### config.mk
export PLATFORM = sky130hd
export DESIGN_NAME = led_fade_and_blink_notifier
export DESIGN_NICKNAME = d
export VERILOG_FILES = /design/src/design/lfb_pkg.sv /design/src/design/lfb_lane.sv /design/src/design/lfb_seq.sv /design/src/design/led_fade_and_blink_notifier.sv
export VERILOG_INCLUDE_DIRS = /design/src /design/src/design
export SDC_FILE = /design/constraint.sdc
export NUM_CORES = 1
export LEC_CHECK = 0
export BUFFER_PORTS_ARGS = -buffer_cell sky130_fd_sc_hd__buf_4
export CORE_ASPECT_RATIO = 0.9
export CORE_MARGIN = 2
export CORE_UTILIZATION = 58
export DETAILED_ROUTE_END_ITERATION = 7
export PLACE_DENSITY = 0.79
export SLEW_MARGIN = 20
export SYNTH_ARGS = -nofsm -noshare
export SYNTH_HDL_FRONTEND = slang
export SYNTH_HIERARCHICAL = 1
export SYNTH_SLANG_ARGS = --single-unit
### constraint.sdc
create_clock -name clk_i -period 4.9 [get_ports clk_i]
set_input_delay 0.49 -clock clk_i [delete_from_list [all_inputs] [get_ports clk_i]]
set_output_delay 0.49 -clock clk_i [all_outputs]
set_load 0.05 [all_outputs]
### src/design/led_fade_and_blink_notifier_defines.svh
// Assertion macros for the notifier block
`ifndef LED_FADE_AND_BLINK_NOTIFIER_DEFINES_SVH
`define LED_FADE_AND_BLINK_NOTIFIER_DEFINES_SVH

`ifndef NO_ASSERTIONS
`define LFB_ASSERT(lbl, prop) \
  lbl: assert property (@(posedge clk_i) disable iff (!rst_ni) prop) \
    else $error("lfb assertion failed");
`define LFB_ASSERT_NEVER(lbl, cond) \
  lbl: assert property (@(posedge clk_i) disable iff (!rst_ni) !(cond)) \
    else $error("lfb forbidden condition");
`else
`define LFB_ASSERT(lbl, prop)
`define LFB_ASSERT_NEVER(lbl, cond)
`endif

`endif

### src/design/lfb_pkg.sv
`timescale 1ns / 1ps
package lfb_pkg;

  typedef enum logic [1:0] {
    OP_TICK   = 2'd0,
    OP_NOTIFY = 2'd1,
    OP_WEAK   = 2'd2
  } op_e;

  typedef enum logic [2:0] {
    CFG_RAMP_MAX   = 3'd0,
    CFG_RAMP_MIN   = 3'd1,
    CFG_RAMP_STEP  = 3'd2,
    CFG_BLINK_EN   = 3'd3,
    CFG_BLINK_ON   = 3'd4,
    CFG_BLINK_OFF  = 3'd5,
    CFG_BLINK_RGB  = 3'd6
  } cfg_idx_e;

  localparam int unsigned NumLanes = 3;
  localparam logic [7:0] HoldDefault = 8'd3;
  localparam logic [8:0] LitReload = 9'h1FF;

  // what the lanes and the merge stage need for one tick
  typedef struct packed {
    logic        bypass;
    logic [23:0] bypass_rgb;
    logic [23:0] fade_rgb;
    logic [3:0]  level;
    logic        fading;
  } tick_info_t;

endpackage

### src/design/lfb_lane.sv
`timescale 1ns / 1ps
module lfb_lane (
  input  logic       clk_i,
  input  logic       rst_ni,
  input  logic       start_i,
  input  logic [7:0] chan_i,
  input  logic [3:0] level_i,
  output logic       done_o,
  output logic [7:0] value_o
);
  logic [2:0]  vld_q;
  logic [7:0]  chan_q;
  logic [7:0]  sq_q;
  logic [15:0] prod_q;
  logic [7:0]  val_q;
  logic [16:0] sum;
  logic [8:0]  est;
  logic [16:0] rem;
  logic [8:0]  quo;

  // c * lvl^2 / 255: estimate from x + x/256, then one correction step
  always_comb begin
    sum = {1'b0, prod_q} + {9'd0, prod_q[15:8]};
    est = sum[16:8];
    rem = {1'b0, prod_q} - (({8'd0, est} << 8) - {8'd0, est});
    quo = (rem >= 17'd255) ? est + 9'd1 : est;
  end

  always_ff @(posedge clk_i or negedge rst_ni) begin
    if (!rst_ni) begin
      vld_q <= '0;
    end else begin
      vld_q <= {vld_q[1:0], start_i};
    end
  end

  always_ff @(posedge clk_i) begin
    if (start_i) begin
      chan_q <= chan_i;
      sq_q   <= {4'd0, level_i} * {4'd0, level_i};
    end
    if (vld_q[0]) begin
      prod_q <= {8'd0, chan_q} * {8'd0, sq_q};
    end
    if (vld_q[1]) begin
      val_q <= quo[7:0];
    end
  end

  assign done_o  = vld_q[2];
  assign value_o = val_q;
endmodule

### src/design/lfb_seq.sv
`timescale 1ns / 1ps
module lfb_seq (
  input  logic        clk_i,
  input  logic        rst_ni,
  input  logic        cfg_we_i,
  input  logic [2:0]  cfg_index_i,
  input  logic [23:0] cfg_wdata_i,
  input  logic        item_acc_i,
  input  logic [1:0]  op_i,
  input  logic [7:0]  red_i,
  input  logic [7:0]  green_i,
  input  logic [7:0]  blue_i,
  input  logic [7:0]  hold_i,
  output lfb_pkg::tick_info_t info_o
);
  import lfb_pkg::*;

  logic [3:0]  ramp_max_q, ramp_min_q, ramp_step_q;
  logic        blink_en_q;
  logic [7:0]  blink_on_q, blink_off_q;
  logic [23:0] blink_rgb_q;

  logic        active_q, active_d;
  logic        rising_q, rising_d;
  logic [3:0]  level_q, level_d;
  logic [7:0]  pause_q, pause_d;
  logic [7:0]  hold_q, hold_d;
  logic [23:0] color_q, color_d;
  logic [8:0]  lit_q, lit_d;
  logic [7:0]  dark_q, dark_d;

  always_comb begin
    logic start;
    logic [8:0] lit_v;
    logic [7:0] dark_v;
    logic [23:0] rgb_v;
    start    = 1'b0;
    lit_v    = lit_q;
    dark_v   = dark_q;
    rgb_v    = '0;
    active_d = active_q;
    rising_d = rising_q;
    level_d  = level_q;
    pause_d  = pause_q;
    hold_d   = hold_q;
    color_d  = color_q;
    lit_d    = lit_q;
    dark_d   = dark_q;
    case (op_i)
      OP_NOTIFY: start = 1'b1;
      OP_WEAK:   start = !active_q;
      OP_TICK: begin
        if (!active_q) begin
          if (blink_en_q) begin
            if (lit_v == LitReload) begin
              lit_v  = {1'b0, blink_on_q};
              dark_v = '0;
            end
            if (lit_v != '0) begin
              lit_v = lit_v - 9'd1;
              rgb_v = blink_rgb_q;
            end else if (dark_v != '0) begin
              dark_v = dark_v - 8'd1;
            end else begin
              lit_v  = {1'b0, blink_on_q};
              dark_v = blink_off_q;
            end
          end else begin
            lit_v  = LitReload;
            dark_v = '0;
          end
          lit_d  = lit_v;
          dark_d = dark_v;
        end else if (pause_q == '0) begin
          if (rising_q) begin
            if ({1'b0, level_q} + {1'b0, ramp_step_q} >= {1'b0, ramp_max_q}) begin
              rising_d = 1'b0;
              pause_d  = hold_q;
            end else begin
              level_d = level_q + ramp_step_q;
            end
          end else begin
            if ({1'b0, level_q} <= {1'b0, ramp_min_q} + {1'b0, ramp_step_q}) begin
              active_d = 1'b0;
              level_d  = '0;
            end else begin
              level_d = level_q - ramp_step_q;
            end
          end
        end else begin
          pause_d = pause_q - 8'd1;
        end
      end
      default: ;
    endcase
    if (start) begin
      color_d  = {red_i, green_i, blue_i};
      rising_d = 1'b1;
      active_d = 1'b1;
      level_d  = ramp_min_q;
      pause_d  = '0;
      hold_d   = (hold_i == '0) ? HoldDefault : hold_i;
    end
    info_o.bypass     = !active_q;
    info_o.bypass_rgb = rgb_v;
    info_o.fade_rgb   = color_q;
    info_o.level      = level_d;
    info_o.fading     = active_q & active_d;
  end

  always_ff @(posedge clk_i or negedge rst_ni) begin
    if (!rst_ni) begin
      ramp_max_q  <= 4'd10;
      ramp_min_q  <= 4'd0;
      ramp_step_q <= 4'd2;
      blink_en_q  <= 1'b0;
      blink_on_q  <= '0;
      blink_off_q <= '0;
      blink_rgb_q <= '0;
      active_q    <= 1'b0;
      rising_q    <= 1'b1;
      level_q     <= '0;
      pause_q     <= '0;
      hold_q      <= HoldDefault;
      color_q     <= '0;
      lit_q       <= '0;
      dark_q      <= '0;
    end else begin
      if (cfg_we_i) begin
        unique case (cfg_index_i)
          CFG_RAMP_MAX:  ramp_max_q  <= cfg_wdata_i[3:0];
          CFG_RAMP_MIN:  ramp_min_q  <= cfg_wdata_i[3:0];
          CFG_RAMP_STEP: ramp_step_q <= cfg_wdata_i[3:0];
          CFG_BLINK_EN:  blink_en_q  <= cfg_wdata_i[0];
          CFG_BLINK_ON:  blink_on_q  <= cfg_wdata_i[7:0];
          CFG_BLINK_OFF: blink_off_q <= cfg_wdata_i[7:0];
          CFG_BLINK_RGB: blink_rgb_q <= cfg_wdata_i;
          default: ;
        endcase
      end
      if (item_acc_i) begin
        active_q <= active_d;
        rising_q <= rising_d;
        level_q  <= level_d;
        pause_q  <= pause_d;
        hold_q   <= hold_d;
        color_q  <= color_d;
        lit_q    <= lit_d;
        dark_q   <= dark_d;
      end
    end
  end
endmodule

### src/design/led_fade_and_blink_notifier.sv
// Flow: a tick passes through the three-stage scale lanes (level square,
//   channel multiply, divide by 255), then the output register, which holds
//   while m_axis_tready is low; no item is taken until the tick is loaded there.
// Notify items complete in their cycle.
// Reset: asynchronous active low; registers and sequencer state take their
//   reset values, output empty, ready after reset release.
`timescale 1ns / 1ps
`include "led_fade_and_blink_notifier_defines.svh"
module led_fade_and_blink_notifier (
  input  logic        clk_i,
  input  logic        rst_ni,
  input  logic        cfg_we_i,
  input  logic [2:0]  cfg_index_i,
  input  logic [23:0] cfg_wdata_i,
  input  logic        s_axis_tvalid,
  output logic        s_axis_tready,
  input  logic [31:0] s_axis_tdata,  // red, green, blue, hold_request
  input  logic [1:0]  s_axis_tuser,  // op
  output logic        m_axis_tvalid,
  input  logic        m_axis_tready,
  output logic [23:0] m_axis_tdata,  // out_red, out_green, out_blue
  output logic        m_axis_tuser   // fading
);
  import lfb_pkg::*;

  logic                 in_acc;
  logic                 tick_start;
  tick_info_t           info;
  tick_info_t           info_q;
  logic                 busy_q;
  logic                 res_rdy_q;
  logic [NumLanes-1:0]  lane_done;
  logic [7:0]           lane_val [NumLanes];
  logic [7:0]           lane_chan [NumLanes];
  logic                 pend;
  logic                 load;
  logic                 out_vld_q;
  logic [23:0]          out_rgb_q;
  logic                 out_fading_q;

  assign s_axis_tready = !busy_q;
  assign in_acc        = s_axis_tvalid && s_axis_tready;
  assign tick_start    = in_acc && (s_axis_tuser == OP_TICK);

  lfb_seq u_seq (
    .clk_i       (clk_i),
    .rst_ni      (rst_ni),
    .cfg_we_i    (cfg_we_i),
    .cfg_index_i (cfg_index_i),
    .cfg_wdata_i (cfg_wdata_i),
    .item_acc_i  (in_acc),
    .op_i        (s_axis_tuser),
    .red_i       (s_axis_tdata[7:0]),
    .green_i     (s_axis_tdata[15:8]),
    .blue_i      (s_axis_tdata[23:16]),
    .hold_i      (s_axis_tdata[31:24]),
    .info_o      (info)
  );

  assign lane_chan[0] = info.fade_rgb[23:16];
  assign lane_chan[1] = info.fade_rgb[15:8];
  assign lane_chan[2] = info.fade_rgb[7:0];

  for (genvar g = 0; g < NumLanes; g++) begin : g_lane
    lfb_lane u_lane (
      .clk_i   (clk_i),
      .rst_ni  (rst_ni),
      .start_i (tick_start),
      .chan_i  (lane_chan[g]),
      .level_i (info.level),
      .done_o  (lane_done[g]),
      .value_o (lane_val[g])
    );
  end

  assign pend = lane_done[0] || res_rdy_q;
  assign load = pend && (!out_vld_q || m_axis_tready);

  always_ff @(posedge clk_i) begin
    if (tick_start) begin
      info_q <= info;
    end
    if (load) begin
      // red in the low byte, blue in the high byte
      out_rgb_q    <= info_q.bypass ? {info_q.bypass_rgb[7:0], info_q.bypass_rgb[15:8],
                                       info_q.bypass_rgb[23:16]}
                                    : {lane_val[2], lane_val[1], lane_val[0]};
      out_fading_q <= info_q.fading;
    end
  end

  always_ff @(posedge clk_i or negedge rst_ni) begin
    if (!rst_ni) begin
      busy_q    <= 1'b0;
      res_rdy_q <= 1'b0;
      out_vld_q <= 1'b0;
    end else begin
      res_rdy_q <= pend && !load;
      if (tick_start) begin
        busy_q <= 1'b1;
      end else if (load) begin
        busy_q <= 1'b0;
      end
      if (load) begin
        out_vld_q <= 1'b1;
      end else if (m_axis_tready) begin
        out_vld_q <= 1'b0;
      end
    end
  end

  assign m_axis_tvalid = out_vld_q;
  assign m_axis_tdata  = out_rgb_q;
  assign m_axis_tuser  = out_fading_q;

  `LFB_ASSERT(a_tick_busy, tick_start |=> busy_q)
  `LFB_ASSERT(a_pending_busy, res_rdy_q |-> busy_q)
  `LFB_ASSERT_NEVER(a_done_twice, lane_done[0] && res_rdy_q)
  `LFB_ASSERT(a_lanes_lockstep, lane_done[0] |-> (lane_done[1] && lane_done[2]))
endmodule
; After elaboration in Yosys (flattened, before gate mapping)
; Cells that the tools add are included.
[op_classes]
n_mul = 4
order_cmp = 5
n_bitwise = 5
reduce_logical = 33
n_mux = 49
eq_ne = 11
add_sub_neg = 19
[ops]
columns = operator, n
row1 = $mux W8, 17
row2 = $mux W9, 7
row3 = $add A16 B8 Y17, 3
row4 = $ge A17 B8 Y1 const B, 3
row5 = $sub A16 B17 Y17, 3
row6 = $sub A17 B9 Y17, 3
row7 = $mul A8 B8 Y16, 3
row8 = $mux W4, 7
row9 = $add A8 B1 Y8 const B, 3
row10 = $mux W24, 1
row11 = $logic_not A8 Y1, 2
row12 = $mux W1, 16
row13 = $reduce_and A2 Y1, 8
row14 = $sub A8 B1 Y8 const B, 2
row15 = $add A4 B4 Y5, 2
row16 = $reduce_bool A2 Y1, 5
row17 = $eq A3 B3 Y1 const B, 3
row18 = $eq A9 B9 Y1 const B, 1
row19 = $reduce_bool A9 Y1, 1
row20 = $sub A9 B1 Y9 const B, 1
row21 = $mul A4 B4 Y8, 1
row22 = $reduce_bool A8 Y1, 1
row23 = $eq A3 B2 Y1 const B, 2
row24 = $ge A5 B4 Y1, 1
row25 = other kinds (20), 30
[word_totals]
out_inout_bits = 27
reg_bits = 281
inputBits = 66

; Longest topological paths before layout
[logic_depth]
depth_word = 9
ltp_mapped = 23

; Modules after synthesis
; Netlist, hierarchy kept.
[modules_own_cells]
columns = mod, n_inst, cells_per_inst, area_each_um2
row1 = lfb_seq, 1, 602, 6417.4
row2 = lfb_lane at g_lane[0].u_lane, 1, 491, 4850.9
row3 = lfb_lane at g_lane[1].u_lane, 1, 485, 4787.1
row4 = lfb_lane at g_lane[2].u_lane, 1, 477, 4747.1
row5 = led_fade_and_blink_notifier, 1, 90, 2057.0

; Worst setup path before layout
; Ideal clock, no wire load.
[synth_timing]
kind = register to register
from = register g_lane[1].u_lane.prod_q[10]
to = register g_lane[1].u_lane.val_q[1], data pin
stages_incl_launch_ff = 22
setup_time_ns = 0.262
arrival_ns = 4.988
path_buffers = 1
required_ns = 4.638
period_less_slack_ns = 5.250
setup_slack_ns = -0.350
path_cell_list = edfxtp_1 -> ha_1 -> a21oi_1 -> a21oi_1 -> o31ai_1 -> nand2_1 -> and3_1 -> and3_1 -> and2_1 -> nor2b_1 -> ha_1 -> or2_2 -> ha_1 -> clkbuf_1 -> o21a_1 -> a2111oi_4 -> a21boi_1 -> a31oi_2 -> xor2_1 -> nand4_2 -> nor3_2 -> mux2_1
[synth_between]
elab_chain_len = 5
elab_cells_between_ends = 6
classes_between = add/sub (4) / order compare (1) / mux (1)
[synth_lines]
columns = item, line_no
row1 = "start, declared", lfb_lane.sv:14  ; logic [15:0] prod_q;
row2 = "start signal, assigned", lfb_lane.sv:43  ; prod_q <= {8'd0, chan_q} * {8'd0, sq_q};
row3 = $add A16 B8 Y17, lfb_lane.sv:23  ; sum = {1'b0, prod_q} + {9'd0, prod_q[15:8]};
row4 = $sub A17 B9 Y17, lfb_lane.sv:25  ; rem = {1'b0, prod_q} - (({8'd0, est} << 8) - {8'd0, est});
row5 = $sub A16 B17 Y17, lfb_lane.sv:25
row6 = $ge A17 B8 Y1, lfb_lane.sv:26  ; quo = (rem >= 17'd255) ? est + 9'd1 : est;
row7 = $mux W8 (*), lfb_lane.sv:26
row8 = net g_lane[1].u_lane.quo[1], lfb_lane.sv:19  ; logic [8:0] quo;
row9 = "end signal, assigned", lfb_lane.sv:46  ; val_q <= quo[7:0];
row10 = "end, declared", lfb_lane.sv:15  ; logic [7:0] val_q;
; The timed path passes the listed nets; every way through them passes the cells marked *.
; A chain may end at the register's enable or synchronous reset.

; Worst setup path after layout
[layout_timing]
from = register g_lane[2].u_lane.prod_q[9]
to = register g_lane[2].u_lane.val_q[0], data pin
[layout_between]
elab_chain_len = 5
elab_cells_between_ends = 6
classes_between = add/sub (4) / order compare (1) / mux (1)
[layout_lines]
columns = item, line_no
row1 = "start, declared", lfb_lane.sv:14
row2 = "start signal, assigned", lfb_lane.sv:43
row3 = $add A16 B8 Y17, lfb_lane.sv:23
row4 = $sub A17 B9 Y17, lfb_lane.sv:25
row5 = $sub A16 B17 Y17, lfb_lane.sv:25
row6 = $ge A17 B8 Y1, lfb_lane.sv:26
row7 = $mux W8 (*), lfb_lane.sv:26
row8 = net g_lane[2].u_lane.quo[0], lfb_lane.sv:19
row9 = "end signal, assigned", lfb_lane.sv:46
row10 = "end, declared", lfb_lane.sv:15
; Marks and branches as above.

==> flow_metrics.py <==
metrics = {
    "setup_path": {
        "crit_required_ps": 5250,
        "crit_start": "g_lane[2].u_lane/prod_q[9]",
        "crit_path_start_kind": "flip-flop",
        "worst-path-max-fanout": 8,
        "endpoint_kind": "flip-flop",
        "critPathKind": "flip-flop to flip-flop",
        "r2r_start": "g_lane[2].u_lane/prod_q[9]",
        "worstPathArrival_ps": 5430,
    },
    "drt": {
        "antenna_left": 0,
        "viasPerCell": 5.819,
        "wl_per_cell_um": 18.22,
        "first_iter_violations": 957,
        "wl_um": 53070,
        "vias": 16940,
        "firstDrtPassIters": 5,
        "remaining_drc_errors": 0,
    },
    "outcome": {
        "violations": "setup timing",
        "status": "finished with violations",
    },
    "yosys": {
        "synthCells": 2143,
        "yosys_warnings": 6,
        "syn_avg_cell_area_um2": 10.64,
        "synth_area_um2": 22810,
    },
    "pwr": {
        "power.leakage_uw": 0.01198,
        "p_per_area_nw_per_um2": 506.7,
        "p_total_uw": 13600,
        "ir_worst_vdd_mv": 0.4329,
    },
    "place": {
        "placed_area_um2": 24830,
        "dp_hpwl_um": 38750,
        "place.gp.congestion": 0.9445,
        "io_buffers": 92,
    },
    "clock_tree": {
        "clock-root-buffer": "clkbuf_16",
        "cts_sinks": 294,
        "htree_levels": 1,
        "path_clk_slew_ps": 70,
        "clk_latency_ps": 610,
        "cts_tree": "built",
        "cts_made_buffers": 30,
        "clock_path_buffers": 3,
    },
    "layout": {
        "synthToLayoutAreaGrowth_pct": 17.64,
        "multi_input_area_um2": 14360,
        "num_antenna_cells": 0,
        "layout.nets": 2782,
        "fillers": 2736,
        "final_layout_size_suffix_gt1_frac": 0.2225,
        "fin_util": 0.6962,
        "fin_area_um2": 26830,
        "register_area_um2": 8205,
    },
    "sta": {
        "hold_viol": 0,
        "setup_ws_ps": -177.2,
        "tightest_slew_ps": 908.7,
        "setup_viol": 13,
        "period_needed_ps": 5077,
        "fin_worst_skew_ps": 63.62,
        "post-route-period-util": 1.036,
        "timing.fmax_ghz": 0.1970,
        "slew_headroom": 0.3942,
        "drv_slew": 0,
        "grt_setup_unrepaired": "yes",
    },
    "global_route": {
        "grt_first_pass_wirelength_um": 84900,
        "grt_pass1_vias": 17420,
        "antenna_found_initial": 0,
        "grt_overflow": 0,
        "grt_max_degree": 85,
        "grt_usage": 0.2573,
    },
    "floorplanning": {
        "die_w_um": 213.0,
        "dieArea_um2": 40930,
        "core-area_um2": 38540,
        "pin_count": 93,
        "fp-row-count": 68,
        "die_h_um": 192.1,
        "start_util": 0.5918,
    },
    "hold_path": {
        "hp-start": "s_axis_tdata[15]",
        "hold_path.class": "primary input to flip-flop",
    },
    "run": {
        "cap_violations": 0,
    },
}
## registers in the layout, summed over array words and instances, names as in the netlist, 7 cells and up
register and flops:
u_seq/blink_on_q 8, info_q 26, g_lane.u_lane/value_o 24, u_seq/dark_q 8
u_seq/color_q 24, u_seq/lit_q 9, g_lane.u_lane/chan_q 24, u_seq/pause_q 8
g_lane.u_lane/prod_q 48, m_axis_tdata 24, u_seq/blink_rgb_q 24, g_lane.u_lane/vld_q 7
u_seq/blink_off_q 8, u_seq/hold_q 8, g_lane.u_lane/sq_q 21
## layout by cell type, fill, tap and decap left out, types with 10 or more instances in the layout
cell / instances
nand2b_1: 17
o21ai_0: 68
o211ai_1: 17
o31ai_1: 10
edfxtp_1: 168
or2_2: 10
xor2_1: 29
dfrtp_1: 120
buf_4: 205
nand4_1: 14
clkbuf_16: 31
nor3_1: 29
mux2_2: 84
a211oi_1: 12
ha_1: 226
nand2_1: 172
nand3_1: 25
mux2_4: 22
a21o_1: 21
xnor2_1: 92
ha_4: 29
nor2_1: 80
inv_1: 215
and2_1: 147
a21oi_1: 76
and3_1: 17
a21oi_2: 12
fa_1: 96
nor2b_1: 40
o21ai_1: 11
o21a_1: 11
## worst max-delay path, cell delays in order (launching register included)
cell and delay, ps:
edfxtp_1 440, ha_4 270, a311oi_2 300, o21bai_1 160
a21oi_2 190, nor2b_2 90, and3_4 150, and2_4 140
and3_4 150, ha_4 270, inv_2 40, ha_4 250
inv_2 40, ha_4 230, buf_12 130, a21oi_4 150
nor2_2 50, o21ai_2 190, a211oi_4 110, buf_4 170
or3_4 370, a2111oi_4 400, a211oi_4 120, or2_1 250
xor2_1 140
## what timing repair did
item	CTS	global route
buffers inserted	20	15
endpoints found under the setup margin	23	31
resized for setup	32	74
pin swaps	48	66
hold buffers	1	0
endpoints found under the hold margin	77	0
## routing by layer
| metal | vias to the layer above | share of wire | global-route usage |
|---|---|---|---|
| met5 | - | 0 | 0 |
| met4 | 0 | 0.031 | 0.08015 |
| met3 | 122 | 0.051 | 0.03368 |
| met2 | 500 | 0.50 | 0.4536 |
| met1 | 8326 | 0.42 | 0.3290 |
| li1 | 7996 | - | - |
## path summary, 6_finish.rpt
path | endpoint | slack (ps) | cells past startpoint
max reg2reg | g_lane[2].u_lane/value_o[0] | -180 | 24
min | u_seq/color_q[15] | 110 | 2
min in group asynchronous | u_seq/ramp_step_q[2] | 460 | 2
min reg2reg | m_axis_tuser | 440 | 0
max in group asynchronous | u_seq/blink_rgb_q[11] | 3170 | 3
max | g_lane[2].u_lane/value_o[0] | -180 | 24
## through the flow
step / instances / hold slack [ps] / TNS [ps] / worst slack [ps]
global route: 2912 / 95.04 / -4637 / -334.7
detailed placement: 2820 / 430.9 / -2096 / -178.7
CTS: 2897 / 91.73 / -489.9 / -105.2
floorplan: 2146 / 194.4 / -53.63 / -47.72
finish: 2912 / 113.0 / -939.8 / -177.2
global placement: 2820 / 419.5 / 0 / 41.62
## report_power, final
group | internal, µW | switching (µW) | total [µW]
Sequential | 3370 | 423 | 3790
Combinational | 3350 | 3920 | 7260
Clock | 1550 | 996 | 2540
Total | 8260 | 5340 | 13600
## final cells by class
class	instances	area share
clock buffer	35	0.02984
clock inverter	21	0.01166
inverter	225	0.03157
multi-input combinational	1598	0.5352
sequential	294	0.3058
tap	525	0.02448
timing repair buffer	214	0.06141
No activity file was read; power rests on OpenSTA's default activity.
